File: src/hw/rtl/cnt_pkg.sv
package cnt_pkg;

  localparam int NEST_LEVEL_W = 6;

  typedef enum logic [1:0] {
    OP_IF    = 2'd0,
    OP_ELIF  = 2'd1,
    OP_ELSE  = 2'd2,
    OP_ENDIF = 2'd3
  } dir_op_t;

  typedef struct packed {
    dir_op_t op;
    logic    cond_value;
    logic    cond_failed;
  } in_item_t;

  typedef struct packed {
    logic                    active;
    logic                    considered;
    logic                    malformed;
    logic [NEST_LEVEL_W-1:0] nest_level;
  } out_item_t;

  // bits kept for one open conditional level
  typedef struct packed {
    logic active;
    logic taken;
    logic else_seen;
  } level_t;

  typedef enum logic [1:0] {
    STK_HOLD  = 2'd0,
    STK_PUSH  = 2'd1,
    STK_POP   = 2'd2,
    STK_WRITE = 2'd3
  } stk_op_t;

  typedef struct packed {
    stk_op_t op;
    level_t  lvl;
  } stk_cmd_t;

endpackage

File: src/hw/rtl/cnt_stream_if.sv
interface cnt_stream_if #(
  parameter type T = logic
);
  logic valid;
  logic ready;
  T     data;

  modport source (output valid, output data, input ready);
  modport sink (input valid, input data, output ready);
endinterface

File: src/hw/rtl/conditional_nesting_tracker.sv
// a registered result appears in the cycle after its directive transaction is accepted
// throughput: one directive per cycle unless out_if stalls; stack updated in the accept cycle
// and the level below the parent is prefetched from the stack memory each cycle
// reset (rst_n low, synchronous): depth 0, no result pending, active_on_error 0
// level storage is not cleared; every level is written when it is opened
module conditional_nesting_tracker
  import cnt_pkg::*;
#(
  parameter int MAX_NEST = 32
) (
  input  logic         clk,
  input  logic         rst_n,
  cnt_stream_if.sink   in_if,
  cnt_stream_if.source out_if,
  cnt_stream_if.sink   cfg_if
);

  localparam int DW = $clog2(MAX_NEST + 1);

  logic          aoe_r;
  logic          out_valid_r;
  out_item_t     out_r, out_nxt;
  in_item_t      item;
  logic          in_acc;
  logic [DW-1:0] depth, depth_after;
  level_t        top, lvl;
  logic          parent_active, po;
  logic          bad, consd;
  stk_cmd_t      cmd;

  assign item         = in_if.data;
  assign in_if.ready  = !out_valid_r || out_if.ready;
  assign in_acc       = in_if.valid && in_if.ready;
  assign cfg_if.ready = 1'b1;

  always_comb begin
    lvl    = top;
    bad    = 1'b0;
    consd  = 1'b0;
    cmd.op = STK_HOLD;
    po     = (depth <= DW'(1)) || parent_active;
    unique case (item.op)
      OP_IF: begin
        if (depth == DW'(MAX_NEST)) begin
          bad = 1'b1;
        end else begin
          cmd.op = STK_PUSH;
          lvl    = '0;
          // the parent of the new level is the current top
          if (depth == '0 || top.active) begin
            if (item.cond_failed) begin
              bad = 1'b1;
            end else begin
              lvl.active = item.cond_value;
              lvl.taken  = item.cond_value;
              consd      = 1'b1;
            end
          end
        end
      end
      OP_ELIF: begin
        if (depth == '0 || top.else_seen) begin
          bad = 1'b1;
        end else begin
          cmd.op = STK_WRITE;
          if (top.taken) begin
            lvl.active = 1'b0;
          end else if (po) begin
            if (item.cond_failed) begin
              bad = 1'b1;
            end else begin
              if (item.cond_value) begin
                lvl.active = 1'b1;
                lvl.taken  = 1'b1;
              end
              consd = 1'b1;
            end
          end
        end
      end
      OP_ELSE: begin
        if (depth == '0 || top.else_seen) begin
          bad = 1'b1;
        end else begin
          cmd.op        = STK_WRITE;
          lvl.else_seen = 1'b1;
          if (top.taken) begin
            lvl.active = 1'b0;
          end else if (po) begin
            lvl.active = 1'b1;
            lvl.taken  = 1'b1;
            consd      = 1'b1;
          end
        end
      end
      OP_ENDIF: begin
        if (depth == '0) begin
          bad = 1'b1;
        end else begin
          cmd.op = STK_POP;
          consd  = 1'b1;
        end
      end
      default: ;
    endcase
    if (bad) begin
      consd = 1'b0;
      if (aoe_r) begin
        lvl.active = 1'b1;
        if (cmd.op == STK_HOLD) begin
          cmd.op = STK_WRITE;
        end
      end
    end
    if (!in_acc) begin
      cmd.op = STK_HOLD;
    end
    cmd.lvl = lvl;
  end

  always_comb begin
    if (item.op == OP_IF && cmd.op == STK_PUSH) begin
      depth_after = depth + DW'(1);
    end else if (item.op == OP_ENDIF && cmd.op == STK_POP) begin
      depth_after = depth - DW'(1);
    end else begin
      depth_after = depth;
    end
    out_nxt.considered = consd;
    out_nxt.malformed  = bad;
    out_nxt.nest_level = NEST_LEVEL_W'(depth_after);
    if (depth_after == '0) begin
      out_nxt.active = 1'b1;
    end else if (cmd.op == STK_POP) begin
      out_nxt.active = parent_active;
    end else begin
      out_nxt.active = lvl.active;
    end
  end

  cnt_level_stack #(
    .MAX_NEST(MAX_NEST)
  ) u_stack (
    .clk          (clk),
    .rst_n        (rst_n),
    .cmd          (cmd),
    .depth        (depth),
    .top          (top),
    .parent_active(parent_active)
  );

  always_ff @(posedge clk) begin
    if (!rst_n) begin
      out_valid_r <= 1'b0;
      aoe_r       <= 1'b0;
    end else begin
      if (in_acc) begin
        out_valid_r <= 1'b1;
      end else if (out_if.ready) begin
        out_valid_r <= 1'b0;
      end
      if (cfg_if.valid && cfg_if.ready) begin
        aoe_r <= cfg_if.data;
      end
    end
  end

  always_ff @(posedge clk) begin
    if (in_acc) begin
      out_r <= out_nxt;
    end
  end

  assign out_if.valid = out_valid_r;
  assign out_if.data  = out_r;

  a_depth_bound: assert property (@(posedge clk) disable iff (!rst_n)
    depth <= DW'(MAX_NEST))
    else $error("nesting depth beyond limit");

  a_result_from_accept: assert property (@(posedge clk) disable iff (!rst_n)
    (!out_valid_r ##1 out_valid_r) |-> $past(in_acc))
    else $error("result without accepted directive");

  a_flags_exclusive: assert property (@(posedge clk) disable iff (!rst_n)
    out_valid_r |-> !(out_r.malformed && out_r.considered))
    else $error("malformed directive marked considered");

  a_if_overflow: assert property (@(posedge clk) disable iff (!rst_n)
    (in_acc && item.op == OP_IF && depth == DW'(MAX_NEST))
      |=> (out_r.malformed && depth == $past(depth)))
    else $error("if beyond limit not flagged or depth moved");

endmodule

File: src/hw/rtl/cnt_level_stack.sv
module cnt_level_stack
  import cnt_pkg::*;
#(
  parameter int MAX_NEST = 32
) (
  input  logic                             clk,
  input  logic                             rst_n,
  input  stk_cmd_t                         cmd,
  output logic [$clog2(MAX_NEST+1)-1:0]    depth,
  output level_t                           top,
  output logic                             parent_active
);

  localparam int DW = $clog2(MAX_NEST + 1);
  localparam int IW = $clog2(MAX_NEST);

  // top holds level depth, second holds level depth-1, the memory the rest
  level_t          mem [MAX_NEST];
  logic [DW-1:0]   depth_r, depth_nxt;
  level_t          top_r, top_nxt;
  level_t          second_r, second_nxt;
  level_t          below_r;
  logic [IW-1:0]   waddr, raddr;
  logic            mem_we;

  always_comb begin
    depth_nxt  = depth_r;
    top_nxt    = top_r;
    second_nxt = second_r;
    unique case (cmd.op)
      STK_PUSH: begin
        depth_nxt  = depth_r + DW'(1);
        top_nxt    = cmd.lvl;
        second_nxt = top_r;
      end
      STK_POP: begin
        depth_nxt  = depth_r - DW'(1);
        top_nxt    = second_r;
        second_nxt = below_r;
      end
      STK_WRITE: top_nxt = cmd.lvl;
      default: ;
    endcase
  end

  assign mem_we = (cmd.op == STK_PUSH) && (depth_r >= DW'(2));
  assign waddr  = IW'(depth_r - DW'(1));
  // prefetch the level two below the next top, for the next pop
  assign raddr  = (depth_nxt >= DW'(2)) ? IW'(depth_nxt - DW'(2)) : '0;

  always_ff @(posedge clk) begin
    if (mem_we) begin
      mem[waddr] <= second_r;
    end
    if (cmd.op == STK_PUSH) begin
      below_r <= second_r;
    end else begin
      below_r <= mem[raddr];
    end
    top_r    <= top_nxt;
    second_r <= second_nxt;
  end

  always_ff @(posedge clk) begin
    if (!rst_n) begin
      depth_r <= '0;
    end else begin
      depth_r <= depth_nxt;
    end
  end

  assign depth         = depth_r;
  assign top           = top_r;
  assign parent_active = second_r.active;

  a_no_pop_empty: assert property (@(posedge clk) disable iff (!rst_n)
    (cmd.op == STK_POP) |-> (depth_r != '0))
    else $error("pop with no open level");

  a_no_push_full: assert property (@(posedge clk) disable iff (!rst_n)
    (cmd.op == STK_PUSH) |=> (depth_r == $past(depth_r) + DW'(1)))
    else $error("push did not raise depth");

endmodule
File: src/flat_wrapper.sv
// flat-port wrapper written by rule: the top's interface ports become plain ports
module conditional_nesting_tracker_flat import cnt_pkg::*;
#(
  parameter int MAX_NEST = 32
)
  (clk, rst_n, in_if_valid, in_if_data, in_if_ready, out_if_valid, out_if_data, out_if_ready, cfg_if_valid, cfg_if_data, cfg_if_ready);
  cnt_stream_if in_if_i ();
  cnt_stream_if out_if_i ();
  cnt_stream_if cfg_if_i ();
  input  logic clk;
  input  logic rst_n;
  input wire logic [$bits(in_if_i.valid)-1:0] in_if_valid;
  input wire logic [$bits(in_if_i.data)-1:0] in_if_data;
  output wire logic [$bits(in_if_i.ready)-1:0] in_if_ready;
  output wire logic [$bits(out_if_i.valid)-1:0] out_if_valid;
  output wire logic [$bits(out_if_i.data)-1:0] out_if_data;
  input wire logic [$bits(out_if_i.ready)-1:0] out_if_ready;
  input wire logic [$bits(cfg_if_i.valid)-1:0] cfg_if_valid;
  input wire logic [$bits(cfg_if_i.data)-1:0] cfg_if_data;
  output wire logic [$bits(cfg_if_i.ready)-1:0] cfg_if_ready;
  assign in_if_i.valid = in_if_valid;
  assign in_if_i.data = in_if_data;
  assign in_if_ready = in_if_i.ready;
  assign out_if_valid = out_if_i.valid;
  assign out_if_data = out_if_i.data;
  assign out_if_i.ready = out_if_ready;
  assign cfg_if_i.valid = cfg_if_valid;
  assign cfg_if_i.data = cfg_if_data;
  assign cfg_if_ready = cfg_if_i.ready;
  conditional_nesting_tracker #(.MAX_NEST(MAX_NEST)) u_core (.clk(clk), .rst_n(rst_n), .in_if(in_if_i), .out_if(out_if_i), .cfg_if(cfg_if_i));
endmodule
File: config.mk
export PLATFORM = sky130hd
export DESIGN_NAME = conditional_nesting_tracker_flat
export DESIGN_NICKNAME = d
export VERILOG_FILES = /design/src/hw/rtl/cnt_pkg.sv /design/src/hw/rtl/cnt_stream_if.sv /design/src/hw/rtl/conditional_nesting_tracker.sv /design/src/hw/rtl/cnt_level_stack.sv /design/src/flat_wrapper.sv
export SDC_FILE = /design/constraint.sdc
export NUM_CORES = 1
export LEC_CHECK = 0
export ABC_AREA = 1
export BUFFER_PORTS_ARGS = -buffer_cell sky130_fd_sc_hd__buf_2
export CORE_AREA = 3 3 40 42
export DETAILED_ROUTE_END_ITERATION = 16
export DIE_AREA = 0 0 43 45
export MAX_ROUTING_LAYER = met4
export PLACE_DENSITY = 0.79
export SYNTH_ARGS = -nofsm -noshare
export SYNTH_HDL_FRONTEND = slang
export SYNTH_SLANG_ARGS = --single-unit
File: constraint.sdc
create_clock -name clk -period 5.9 [get_ports clk]
set_clock_uncertainty 0.15 [all_clocks]
set_input_delay 0.59 -clock clk [delete_from_list [all_inputs] [get_ports clk]]
set_output_delay 0.59 -clock clk [all_outputs]
set_load 0.03 [all_outputs]
==> results.yml <==
run_status:
  status: "complete, no violations"
global_routing:
  grt_pass1_wl_um: 2366
  grt_max_degree: 11
  grt_pass1_vias: 595
  grtUsageTotal_pct: 15.97
  grt_remaining_overflow: 0
  antenna_found_initial: 0
worst_setup_path:
  startpoint_type: "register"
  path_max_fanout: 10
  slowest_stage: "ha_1"
  crit_required_ns: 5.90
  r2r_cells: 12
  cpLargestDelayFamily: "adder cells"
  cp_cell_sequence: "inv_2, ha_1, nand4_1, inv_1, o21ai_1, inv_1, ha_1, inv_1, nor2_1, nor2_1, o21ai_0, inv_1"
  cp_num_buf_inv: 5
  cp.depth: 12
  crit_type: "reg2reg"
  cp.arrival_ns: 2.35
  cpMostUsedCell: "inv_1"
  critPathCaptureType: "register"
  slowest_delay_ns: 0.45
logic_synthesis:
  ys_seq_area_share_pct: 28.52
  ys_ff_latch: 9
  synth_nets: 113
  synth.area.top_cells: "dfxtp_1, ha_1, inv_1"
  synthCells: 100
  yosysWarnings: 0
  netlist_area_um2: 666.9
  synth_top_area_cell: "dfxtp_1"
  synth_cell_types: 20
  synth_top_area_share_pct: 24.02
  avgSynthCellArea_um2: 6.669
sta:
  fin_crit_sh_pct: 39.83
  period_needed_ns: 2.350
  fin_setup_tns_ns: 0
  drv_slew: 0
  setup-violations-final: 0
  setup_slack_ns: 3.550
  rsz0062_at_grt: "false"
  hold_viol_final: 0
  max_freq_ghz: 0.4256
die:
  dieWidth_um: 43
  dieArea_mm2: 0.001935
  core_mm2: 0.001285
  row_count: 13
  initial_core_util_pct: 51.90
  ios: 11
  die_h_um: 45
clocking:
  ctsHoldBuffers: 0
  cts_made_buffers: 3
  clk_path_buf_depth: 2
  ctsResizeCount: 0
  cts_tree: "done"
  cts_max_level: 1
  cts-root-buf: "clkbuf_4"
  clock_latency_ns: 0.26
  cts_setup_buffers: 0
  cts.clk_slew.worst_paths_ns: 0.06
  clock-sinks: 9
routing:
  routed_wl_um: 1352
  wl_per_cell_um: 10.90
  ant_nets: 0
  viasPerCell: 5.234
  drtIter0Drc: 16
  remaining_drc_errors: 0
  drt_first_pass_iters: 4
  vias: 649
placement:
  place_ws_ns: 3.576
  place.port_buffers: 8
  dp_hpwl_um: 1037
  gp_congestion: 0.8470
worst_hold_path:
  hold_class: "in2reg"
  hold_path_depth: 2
layout:
  diodes: 0
  drive_above_1_share_pct: 13.76
  area_growth_pct: 8.818
  layout.nets: 123
flow_run:
  cap_violations: 0
pwr:
  total_leakage_power_nw: 0.3823
  power_mw: 0.1809
  peakVddDrop_uv: 120.4
  power_density_mw_per_mm2: 249.3
-- path summary, 6_finish.rpt --
check / slack, ns / to / startpoint
setup / recovery: 3.55 / register / register
hold / removal: 0.36 / u_core.aoe_r$_SDFFE_PN0P_ / cfg_if_valid
setup reg to reg: 3.55 / register / register
hold reg to reg: 0.38 / u_core.out_if.valid$_SDFFE_PN0P_ / u_core.out_if.valid$_SDFFE_PN0P_
-- placed cells by master (no fill, tap or decap), types with 4 or more instances in the layout --
master / netlist / layout
inv_1: 19 / 19
nand2_1: 18 / 18
nand3_1: 13 / 13
dfxtp_1: 8 / 8
buf_2: 0 / 8
nor2_1: 7 / 7
a21oi_1: 6 / 6
o21ai_0: 6 / 6
ha_1: 6 / 6
nand4_1: 4 / 4
-- synth_stat cells, drive strengths merged --
master	n
nor2	9
inv	20
nand4	4
dfxtp	8
buf	3
conb	1
a21oi	6
nand3	13
ha	6
o22ai	1
nand2	19
o21ai	7
a221oi	1
xnor2	1
edfxtp	1
-- routing by layer --
layer	GRT usage (%)	vias to the layer above	share of wire [%]
met1	18.60	288	43
met2	28.74	21	51
met5	-	-	0
li1	-	340	-
met4	4.217	0	0
met3	2.390	0	5.6
-- report_power, final --
group          total (mW)  switching [mW]  internal, mW
Combinational      0.0545          0.0342        0.0203
Clock              0.0480          0.0219        0.0261
Sequential         0.0785         0.00941        0.0691
Total               0.181          0.0655         0.115
-- through the flow --
stage                     cells  hold slack, ns  instance area, um^2  utilization (%)
after floorplan             100          0.3512                666.9                -
after global placement      120          0.3532                699.4            54.43
after detailed placement    120          0.3847                699.4            54.43
after CTS                   124          0.3613                725.7            56.48
after global routing        124          0.3781                725.7            56.48
final                       124          0.3628                725.7            56.48
-- layout make-up --
class	count	area [um^2]
timing repair buffer	8	40.04
multi-input combinational	68	375.4
clock buffer	4	26.28
tap	15	18.77
sequential	9	190.2
inverter	20	75.07
fill	121	559.3
-- kinds of logic after synthesis --
| group | share of synthesized area, % |
|---|---|
| and+or+nand+nor | 31.14 |
| other | 0.5623 |
| xor gates and xnor gates | 1.314 |
| buffers and inverters | 15.20 |
| AOI/OAI and AO/OA | 12.01 |
| adders and majority gates | 11.26 |
| DFF | 28.52 |
Note: power is estimated with default switching activity, not from simulation.
